[config.mk]
export PLATFORM = sky130hd
export DESIGN_NAME = tiny_cpu_execute_unit_flat
export DESIGN_NICKNAME = d
export VERILOG_FILES = /design/src/design/tce_pkg.sv /design/src/design/tce_if.sv /design/src/design/tiny_cpu_execute_unit.sv /design/src/design/tce_exec.sv /design/src/flat_wrapper.sv
export SDC_FILE = /design/constraint.sdc
export NUM_CORES = 2
export LEC_CHECK = 0
export BUFFER_PORTS_ARGS = -buffer_cell sky130_fd_sc_hd__buf_4
export CAP_MARGIN = 15
export CORE_ASPECT_RATIO = 0.75
export CORE_MARGIN = 10
export CORE_UTILIZATION = 30
export DETAILED_ROUTE_END_ITERATION = 10
export PLACE_DENSITY = 0.5
export SYNTH_ARGS = -nofsm -noshare
export SYNTH_HDL_FRONTEND = slang
export SYNTH_SLANG_ARGS = --single-unit
[constraint.sdc]
create_clock -name clock -period 35.3 [get_ports clock]
set_clock_uncertainty 0.2 [all_clocks]
set_input_delay 1.765 -clock clock [delete_from_list [all_inputs] [get_ports clock]]
set_output_delay 1.765 -clock clock [all_outputs]
set_load 0.005 [all_outputs]
[src/design/tce_pkg.sv]
package tce_pkg;

   localparam int MEM_DEPTH = 256;
   localparam int MEM_AW    = (MEM_DEPTH > 1) ? $clog2(MEM_DEPTH) : 1;
   localparam int ADDR_SPAN = 256;

   typedef logic [7:0]        byte_type;
   typedef byte_type [3:0]    regs_type;
   typedef logic [MEM_AW-1:0] mem_idx_type;
   typedef mem_idx_type       idx_table_type [ADDR_SPAN];

   typedef enum logic [1:0] {
      FUNC_EXEC  = 2'd0,
      FUNC_WRITE = 2'd1,
      FUNC_STEP  = 2'd2,
      FUNC_SETPC = 2'd3
   } func_type;

   typedef enum logic [3:0] {
      OP_ADD   = 4'd0,
      OP_SUB   = 4'd1,
      OP_LOAD  = 4'd2,
      OP_STORE = 4'd3,
      OP_JLEZ  = 4'd4,
      OP_JALR  = 4'd5,
      OP_HALT  = 4'd7,
      OP_LUI   = 4'd8,
      OP_LLI   = 4'd12
   } op_type;

   typedef enum logic [2:0] {
      S_IDLE = 3'b001,
      S_EXEC = 3'b010,
      S_LOAD = 3'b100
   } state_type;

   typedef struct packed {
      logic [3:0] op;
      logic [1:0] p1;
      logic [3:0] p2;
   } decode_type;

   function automatic idx_table_type build_idx_table();
      idx_table_type t;
      for (int i = 0; i < ADDR_SPAN; i++) begin
         t[i] = MEM_AW'(i % MEM_DEPTH);
      end
      return t;
   endfunction

   localparam idx_table_type IDX_TABLE = build_idx_table();

   function automatic mem_idx_type mem_index(input logic [7:0] a);
      return IDX_TABLE[a];
   endfunction

   function automatic decode_type decode(input logic [7:0] ib);
      decode_type d;
      if (ib[7]) begin
         d.op = {ib[7:6], 2'b00};
         d.p1 = ib[5:4];
         d.p2 = ib[3:0];
      end else begin
         d.op = ib[7:4];
         d.p1 = ib[3:2];
         d.p2 = {2'b00, ib[1:0]};
      end
      return d;
   endfunction

endpackage

[src/design/tce_if.sv]
interface tce_req_if;
   logic       valid;
   logic       ready;
   logic [1:0] func;
   logic [7:0] addr;
   logic [7:0] data;

   modport source (output valid, func, addr, data, input ready);
   modport sink (input valid, func, addr, data, output ready);
endinterface

interface tce_rsp_if;
   logic       valid;
   logic       ready;
   logic [7:0] pc_now;
   logic [7:0] reg_a;
   logic [7:0] reg_b;
   logic [7:0] reg_c;
   logic [7:0] reg_d;
   logic [7:0] instr;
   logic       halted;
   logic       loop_seen;

   modport source (output valid, pc_now, reg_a, reg_b, reg_c, reg_d, instr, halted, loop_seen,
                   input ready);
   modport sink (input valid, pc_now, reg_a, reg_b, reg_c, reg_d, instr, halted, loop_seen,
                 output ready);
endinterface

[src/design/tiny_cpu_execute_unit.sv]
// the result is registered; a step that loads passes through S_EXEC and then S_LOAD
// throughput: one transaction per cycle unless the response is stalled; a step that
// loads or stores holds off the next one (single memory port: fetch, then data access)
// reset: synchronous; clears registers, pc and per-entry valid bits, so memory reads as zero
// no clearing pass, transactions are taken from the first cycle after reset
module tiny_cpu_execute_unit (
   input logic         clock,
   input logic         reset,
   tce_req_if.sink     req_chan,
   tce_rsp_if.source   rsp_chan
);

   // architectural state
   tce_pkg::regs_type   regs_ff;
   logic [7:0]          pc_ff;

   // byte memory, one port
   logic [7:0]           main_mem_ff [tce_pkg::MEM_DEPTH];
   logic [tce_pkg::MEM_DEPTH-1:0] mem_valid_ff;
   logic [7:0]           rdata_ff;
   logic                 rd_valid_ff;
   logic                 mem_en;
   logic                 mem_we;
   tce_pkg::mem_idx_type mem_addr;
   logic [7:0]           mem_wdata;
   logic [7:0]           mem_data;

   // transaction in flight
   tce_pkg::state_type  state_ff, state_in;
   tce_pkg::func_type   s1_func_ff;
   logic [7:0]          s1_addr_ff;
   logic [7:0]          s1_data_ff;

   // result register
   logic                out_valid_ff, out_valid_in;
   logic [7:0]          out_pc_ff;
   tce_pkg::regs_type   out_regs_ff;
   logic [7:0]          out_instr_ff;
   logic                out_halted_ff;
   logic                out_loop_ff;

   // completion
   logic                is_step;
   logic [7:0]          s1_ib;
   tce_pkg::decode_type s1_dec;
   logic                s1_halt;
   logic                step_load;
   logic                step_store;
   logic                out_free;
   logic                s1_done;
   logic [7:0]          ex_pc_base;
   tce_pkg::regs_type   ex_regs;
   logic [7:0]          ex_pc;
   tce_pkg::regs_type   cmp_regs;
   logic [7:0]          cmp_pc;
   logic [7:0]          cmp_instr;
   logic                cmp_halted;
   logic                cmp_loop;
   tce_pkg::regs_type   regs_in;
   logic [7:0]          pc_in;

   // issue
   tce_pkg::decode_type req_dec;
   logic                req_fire;

   assign mem_data = rd_valid_ff ? rdata_ff : 8'h00;

   always_comb begin
      is_step    = (s1_func_ff == tce_pkg::FUNC_STEP);
      s1_ib      = (state_ff == tce_pkg::S_EXEC && is_step) ? mem_data : s1_data_ff;
      s1_dec     = tce_pkg::decode(s1_ib);
      s1_halt    = (state_ff == tce_pkg::S_EXEC) && is_step && (s1_ib[7:4] == tce_pkg::OP_HALT);
      step_load  = (state_ff == tce_pkg::S_EXEC) && is_step && !s1_halt &&
                   (s1_dec.op == tce_pkg::OP_LOAD);
      step_store = (state_ff == tce_pkg::S_EXEC) && is_step && !s1_halt &&
                   (s1_dec.op == tce_pkg::OP_STORE);
      out_free   = !out_valid_ff || rsp_chan.ready;
      s1_done    = (((state_ff == tce_pkg::S_EXEC) && !step_load) ||
                    (state_ff == tce_pkg::S_LOAD)) && out_free;
      ex_pc_base = is_step ? (pc_ff + 8'd1) : pc_ff;
   end

   tce_exec u_exec (
      .ib        (s1_ib),
      .cur_regs  (regs_ff),
      .cur_pc    (ex_pc_base),
      .load_data (mem_data),
      .new_regs  (ex_regs),
      .new_pc    (ex_pc)
   );

   always_comb begin
      cmp_regs   = regs_ff;
      cmp_pc     = pc_ff;
      cmp_instr  = 8'h00;
      cmp_halted = 1'b0;
      cmp_loop   = 1'b0;
      unique case (s1_func_ff)
         tce_pkg::FUNC_EXEC: begin
            cmp_regs  = ex_regs;
            cmp_pc    = ex_pc;
            cmp_instr = s1_data_ff;
         end
         tce_pkg::FUNC_WRITE: ;
         tce_pkg::FUNC_STEP: begin
            cmp_instr = s1_ib;
            if (s1_halt) begin
               cmp_halted = 1'b1;
            end else begin
               cmp_regs = ex_regs;
               cmp_pc   = ex_pc;
               cmp_loop = (ex_pc == pc_ff);
            end
         end
         tce_pkg::FUNC_SETPC: cmp_pc = s1_addr_ff;
         default: ;
      endcase
      regs_in = s1_done ? cmp_regs : regs_ff;
      pc_in   = s1_done ? cmp_pc : pc_ff;
   end

   assign req_chan.ready = (state_ff == tce_pkg::S_IDLE) || (s1_done && !step_store);

   always_comb begin
      req_dec   = tce_pkg::decode(req_chan.data);
      req_fire  = req_chan.valid && req_chan.ready;
      mem_en    = 1'b0;
      mem_we    = 1'b0;
      mem_addr  = '0;
      mem_wdata = 8'h00;
      priority if (step_load) begin
         mem_en   = 1'b1;
         mem_addr = tce_pkg::mem_index(regs_ff[s1_dec.p2[1:0]]);
      end else if (s1_done && step_store) begin
         mem_en    = 1'b1;
         mem_we    = 1'b1;
         mem_addr  = tce_pkg::mem_index(regs_ff[s1_dec.p2[1:0]]);
         mem_wdata = regs_ff[s1_dec.p1];
      end else if (req_fire) begin
         unique case (tce_pkg::func_type'(req_chan.func))
            tce_pkg::FUNC_EXEC: begin
               if (req_dec.op == tce_pkg::OP_LOAD) begin
                  mem_en   = 1'b1;
                  mem_addr = tce_pkg::mem_index(regs_in[req_dec.p2[1:0]]);
               end else if (req_dec.op == tce_pkg::OP_STORE) begin
                  mem_en    = 1'b1;
                  mem_we    = 1'b1;
                  mem_addr  = tce_pkg::mem_index(regs_in[req_dec.p2[1:0]]);
                  mem_wdata = regs_in[req_dec.p1];
               end
            end
            tce_pkg::FUNC_WRITE: begin
               mem_en    = 1'b1;
               mem_we    = 1'b1;
               mem_addr  = tce_pkg::mem_index(req_chan.addr);
               mem_wdata = req_chan.data;
            end
            tce_pkg::FUNC_STEP: begin
               mem_en   = 1'b1;
               mem_addr = tce_pkg::mem_index(pc_in);
            end
            tce_pkg::FUNC_SETPC: ;
            default: ;
         endcase
      end
   end

   always_comb begin
      state_in = state_ff;
      unique case (state_ff)
         tce_pkg::S_IDLE: begin
            if (req_fire) begin
               state_in = tce_pkg::S_EXEC;
            end
         end
         tce_pkg::S_EXEC: begin
            if (step_load) begin
               state_in = tce_pkg::S_LOAD;
            end else if (s1_done) begin
               state_in = req_fire ? tce_pkg::S_EXEC : tce_pkg::S_IDLE;
            end
         end
         tce_pkg::S_LOAD: begin
            if (s1_done) begin
               state_in = req_fire ? tce_pkg::S_EXEC : tce_pkg::S_IDLE;
            end
         end
         default: state_in = tce_pkg::S_IDLE;
      endcase
      out_valid_in = s1_done || (out_valid_ff && !rsp_chan.ready);
   end

   always_ff @(posedge clock) begin
      if (reset) begin
         state_ff     <= tce_pkg::S_IDLE;
         out_valid_ff <= 1'b0;
         regs_ff      <= '0;
         pc_ff        <= 8'h00;
         mem_valid_ff <= '0;
      end else begin
         state_ff     <= state_in;
         out_valid_ff <= out_valid_in;
         regs_ff      <= regs_in;
         pc_ff        <= pc_in;
         if (mem_en && mem_we) begin
            mem_valid_ff[mem_addr] <= 1'b1;
         end
      end
   end

   always_ff @(posedge clock) begin
      if (mem_en) begin
         if (mem_we) begin
            main_mem_ff[mem_addr] <= mem_wdata;
         end else begin
            rdata_ff    <= main_mem_ff[mem_addr];
            rd_valid_ff <= mem_valid_ff[mem_addr];
         end
      end
   end

   always_ff @(posedge clock) begin
      if (req_fire) begin
         s1_func_ff <= tce_pkg::func_type'(req_chan.func);
         s1_addr_ff <= req_chan.addr;
         s1_data_ff <= req_chan.data;
      end else if (step_load) begin
         s1_data_ff <= mem_data;
      end
      if (s1_done) begin
         out_pc_ff     <= cmp_pc;
         out_regs_ff   <= cmp_regs;
         out_instr_ff  <= cmp_instr;
         out_halted_ff <= cmp_halted;
         out_loop_ff   <= cmp_loop;
      end
   end

   assign rsp_chan.valid     = out_valid_ff;
   assign rsp_chan.pc_now    = out_pc_ff;
   assign rsp_chan.reg_a     = out_regs_ff[0];
   assign rsp_chan.reg_b     = out_regs_ff[1];
   assign rsp_chan.reg_c     = out_regs_ff[2];
   assign rsp_chan.reg_d     = out_regs_ff[3];
   assign rsp_chan.instr     = out_instr_ff;
   assign rsp_chan.halted    = out_halted_ff;
   assign rsp_chan.loop_seen = out_loop_ff;

endmodule

[src/design/tce_exec.sv]
module tce_exec (
   input  logic [7:0]        ib,
   input  tce_pkg::regs_type cur_regs,
   input  logic [7:0]        cur_pc,
   input  logic [7:0]        load_data,
   output tce_pkg::regs_type new_regs,
   output logic [7:0]        new_pc
);

   tce_pkg::decode_type dec;
   logic [7:0]          rs1;
   logic [7:0]          rs2;

   always_comb begin
      dec      = tce_pkg::decode(ib);
      rs1      = cur_regs[dec.p1];
      rs2      = cur_regs[dec.p2[1:0]];
      new_regs = cur_regs;
      new_pc   = cur_pc;
      unique case (dec.op)
         tce_pkg::OP_ADD:  new_regs[dec.p1] = rs1 + rs2;
         tce_pkg::OP_SUB:  new_regs[dec.p1] = rs1 - rs2;
         tce_pkg::OP_LOAD: new_regs[dec.p1] = load_data;
         tce_pkg::OP_JLEZ: begin
            if ((rs2 == 8'h00) || rs2[7]) begin
               new_pc = rs1;
            end
         end
         tce_pkg::OP_JALR: begin
            new_pc                  = rs1;
            new_regs[dec.p2[1:0]]   = cur_pc + 8'd1;
         end
         tce_pkg::OP_LUI:  new_regs[dec.p1] = {dec.p2, rs1[3:0]};
         tce_pkg::OP_LLI:  new_regs[dec.p1] = {rs1[7:4], dec.p2};
         default: ;
      endcase
   end

endmodule
[src/flat_wrapper.sv]
// flat-port wrapper written by rule: the top's interface ports become plain ports
module tiny_cpu_execute_unit_flat 
  (clock, reset, req_chan_valid, req_chan_func, req_chan_addr, req_chan_data, req_chan_ready, rsp_chan_valid, rsp_chan_pc_now, rsp_chan_reg_a, rsp_chan_reg_b, rsp_chan_reg_c, rsp_chan_reg_d, rsp_chan_instr, rsp_chan_halted, rsp_chan_loop_seen, rsp_chan_ready);
  tce_req_if req_chan_i ();
  tce_rsp_if rsp_chan_i ();
  input logic clock;
  input logic reset;
  input wire logic [$bits(req_chan_i.valid)-1:0] req_chan_valid;
  input wire logic [$bits(req_chan_i.func)-1:0] req_chan_func;
  input wire logic [$bits(req_chan_i.addr)-1:0] req_chan_addr;
  input wire logic [$bits(req_chan_i.data)-1:0] req_chan_data;
  output wire logic [$bits(req_chan_i.ready)-1:0] req_chan_ready;
  output wire logic [$bits(rsp_chan_i.valid)-1:0] rsp_chan_valid;
  output wire logic [$bits(rsp_chan_i.pc_now)-1:0] rsp_chan_pc_now;
  output wire logic [$bits(rsp_chan_i.reg_a)-1:0] rsp_chan_reg_a;
  output wire logic [$bits(rsp_chan_i.reg_b)-1:0] rsp_chan_reg_b;
  output wire logic [$bits(rsp_chan_i.reg_c)-1:0] rsp_chan_reg_c;
  output wire logic [$bits(rsp_chan_i.reg_d)-1:0] rsp_chan_reg_d;
  output wire logic [$bits(rsp_chan_i.instr)-1:0] rsp_chan_instr;
  output wire logic [$bits(rsp_chan_i.halted)-1:0] rsp_chan_halted;
  output wire logic [$bits(rsp_chan_i.loop_seen)-1:0] rsp_chan_loop_seen;
  input wire logic [$bits(rsp_chan_i.ready)-1:0] rsp_chan_ready;
  assign req_chan_i.valid = req_chan_valid;
  assign req_chan_i.func = req_chan_func;
  assign req_chan_i.addr = req_chan_addr;
  assign req_chan_i.data = req_chan_data;
  assign req_chan_ready = req_chan_i.ready;
  assign rsp_chan_valid = rsp_chan_i.valid;
  assign rsp_chan_pc_now = rsp_chan_i.pc_now;
  assign rsp_chan_reg_a = rsp_chan_i.reg_a;
  assign rsp_chan_reg_b = rsp_chan_i.reg_b;
  assign rsp_chan_reg_c = rsp_chan_i.reg_c;
  assign rsp_chan_reg_d = rsp_chan_i.reg_d;
  assign rsp_chan_instr = rsp_chan_i.instr;
  assign rsp_chan_halted = rsp_chan_i.halted;
  assign rsp_chan_loop_seen = rsp_chan_i.loop_seen;
  assign rsp_chan_i.ready = rsp_chan_ready;
  tiny_cpu_execute_unit u_core (.clock(clock), .reset(reset), .req_chan(req_chan_i), .rsp_chan(rsp_chan_i));
endmodule
==> qor.txt <==
Ys Warns: 0
Synth Flop Type: edfxtp_1
worst r2r src: u_core.s1_func_ff[0]
Synth top area share: 62.29%
number of flip-flops in the largest register: 2048
vias: 71010
maximum clock frequency: 81.76 MHz
most used cell, CP: buf_4
worst vdd ir: 0.04324 mV
Worst Max-Slew Pin Slew: 1337 ps
Starting Density: 30.19%
H-Tree Depth: 4
core area: 339300 um^2
final critical-path share of the clock period: 34.65%
r2r setup slk: 23070 ps
unrepaired setup endpoints after global routing: false
Final nets: 7933
combinational power share: 5.5%
DRC: 0
Top Registers: u_core.main_mem_ff: 2048 flops, u_core.mem_valid_ff: 256 flops, u_core.regs_ff: 32 flops
gr usage total: 20.17%
RePlAce Congestion: 0.9638
Hold WS: 266.3 ps
hold worst-path end: u_core.mem_valid_ff[52]
gr ovfl total: 0
post-synthesis area per instance: 12.90 um^2
status: completed
placed cell areas: 107900 um^2
total wire length: 387100 um
Net Switching: 1391 uW
final instance area: 115600 um^2
# rows: 185
Final ANT Viol Nets: 0
CP required: 35690 ps
CP max stage cell: o21ai_0
EDFF count, synth: 2125
Critical Path AT: 12620 ps
crit path kind: register to register
DIE AREA: 365500 um^2
power density over cell area: 51.82 nW/um^2
per-cell routed wire length: 30.76 um
CTS Hold Bufs: 0
CTS root buf: clkbuf_16
CTS tree: done
Clock power frac: 42.7%
slew margin rel.: 9.923%
Critical R2R Capture: u_core.rdata_ff[0]
I/O Buffers: 73
clk_lat worst skew: 940 ps
cells after synthesis: 7943
initial antenna violation count: 34
Pint: 4598 uW
hold_sp: u_core.mem_valid_ff[52]
FF-to-FF path depth: 29
synthesis-to-layout area growth: 12.83%
sw frac: 23.22%
Die Ht: 526.1 um
vias in the first global route: 65860
Synth area leader: edfxtp_1
endpoints failing setup: 0
commonest non-fill, non-tap cell in the layout: edfxtp_1
largest net degree at the start of global routing: 148
TritonCTS buffer count: 239
PostCTS Resize Cnt: 0
syn_nets: 7987
clock-pin slew on the worst setup and hold paths: 60 ps
layout cells sized above 1: 9.697%
Hold Path Class: register to register
Ports: 74
Critical Path Fanout Max: 136
first-pass GRT wire length: 536000 um
Synth area leaders: edfxtp_1 (62%), mux2i_1 (7.6%), dfxtp_1 (5.9%)
maxcap violations: 0
Reg power frac: 51.9%
drt initial violations: 9992
hold depth: 2
leakage power: 0.03843 uW
sequential share of the synthesized area: 68.15%
CP startpoint kind: register
clk sinks: 2425
Async SR Flop Fraction: 0%
commonest cells after routing, fill and taps aside: edfxtp_1 (2125), nand2_1 (918), mux2i_1 (776)
fin crit period: 12230 ps
synthesized area: 102400 um^2
Yosys cell types: 105
router iterations before antenna repair: 9
Final Slew Violations: 0
Hold Fails Final Rpt: 0
Yosys reg bits: 2425
routed vias/inst: 5.643
Final HPWL DP: 249100 um
clk buf depth: 4
Chip Width: 694.8 um
largest reg by FF count: u_core.main_mem_ff
filler instances: 33120
TNS Setup: 0 ps
CP Capture Type: register
postcts setup bufs: 0
CP peak stage delay: 1100 ps
post-layout total power: 5989 uW
==> through the flow <==
step | worst slack [ps] | util [%] | cells
finish | 23070 | 34.06 | 12590
global route | 22910 | 34.05 | 12570
CTS | 23540 | 34.02 | 12560
detailed placement | 23520 | 31.78 | 12130
global placement | 23260 | 31.76 | 12120
floorplan | 18160 | - | 7943
==> final cells by class <==
type / instances / area (um^2) / share of cell area, %
Antenna cell: 12 / 30.03 / 0.02598
Clock buffer: 317 / 6477 / 5.604
Clock inverter: 120 / 1121 / 0.9700
Inverter: 66 / 247.7 / 0.2143
Multi-Input combinational cell: 4873 / 30020 / 25.97
Sequential cell: 2425 / 69820 / 60.41
Tap cell: 4488 / 5615 / 4.858
Timing Repair Buffer: 284 / 2252 / 1.949
==> per-layer routing <==
metal / global-route usage, % / wire length [um] / up-vias
met5: 0 / 290 / -
met4: 5.541 / 11230 / 16
met3: 4.867 / 41170 / 601
met2: 28.34 / 159000 / 3939
met1: 30.57 / 175400 / 36370
li1: - / - / 30080
==> Yosys cell counts (all sizes together), types with 67 or more instances <==
| library cell | instances |
|---|---|
| nand4 | 129 |
| nand3 | 451 |
| a21oi | 446 |
| mux2i | 776 |
| edfxtp | 2125 |
| nand2 | 938 |
| dfxtp | 300 |
| o21ai | 132 |
| nor4 | 99 |
| buf | 316 |
| nor3 | 74 |
| nor2 | 693 |
| clkbuf | 263 |
| o22ai | 415 |
| a311oi | 67 |
==> power groups by stage <==
stage	clock network (uW)	logic (uW)	registers [uW]
3_5_place_dp	0	316	3170
5_1_grt	2700	337	3110
4_1_cts	2590	317	3110
2_1_floorplan	0	172	3170
6_report	2560	327	3110
3_3_place_gp	0	315	3170
==> cells by family after synthesis <==
logic type                 after synthesis  synth area share, %
DFF                                   2425                68.15
muxes                                  811                8.095
and+or+nand+nor                       2553                11.17
adders and majority gates               22               0.2834
buffers and inverters                  645                2.913
xor gates and xnor gates                24               0.2186
AOI/OAI and AO/OA                     1463                9.164
==> how the worst max path moves through the flow <==
stage / start / end / slack [ps] / depth (start not counted)
final: u_core.s1_func_ff[0] / u_core.rdata_ff[0] / 23070 / 29
after CTS: u_core.s1_func_ff[0] / u_core.rdata_ff[0] / 23540 / 29
after global routing: u_core.s1_func_ff[0] / u_core.rdata_ff[0] / 22910 / 29
after detailed placement: u_core.s1_func_ff[0] / u_core.rdata_ff[0] / 23520 / 29
after floorplan: u_core.state_ff[2] / u_core.main_mem_ff[0][7] / 18160 / 24
after global placement: u_core.s1_func_ff[0] / u_core.rdata_ff[6] / 23260 / 28
==> worst max-delay path: cells and delay by family, from the launching register on <==
kind                       cells  cell delay [ps]
AOI/OAI and AO/OA             12             4620
buffers and inverters          8             2940
and+or+nand+nor                7             2560
adders and majority gates      1              570
muxes                          1              430
DFF                            1              320
Note: power is estimated with default switching activity, not from simulation.
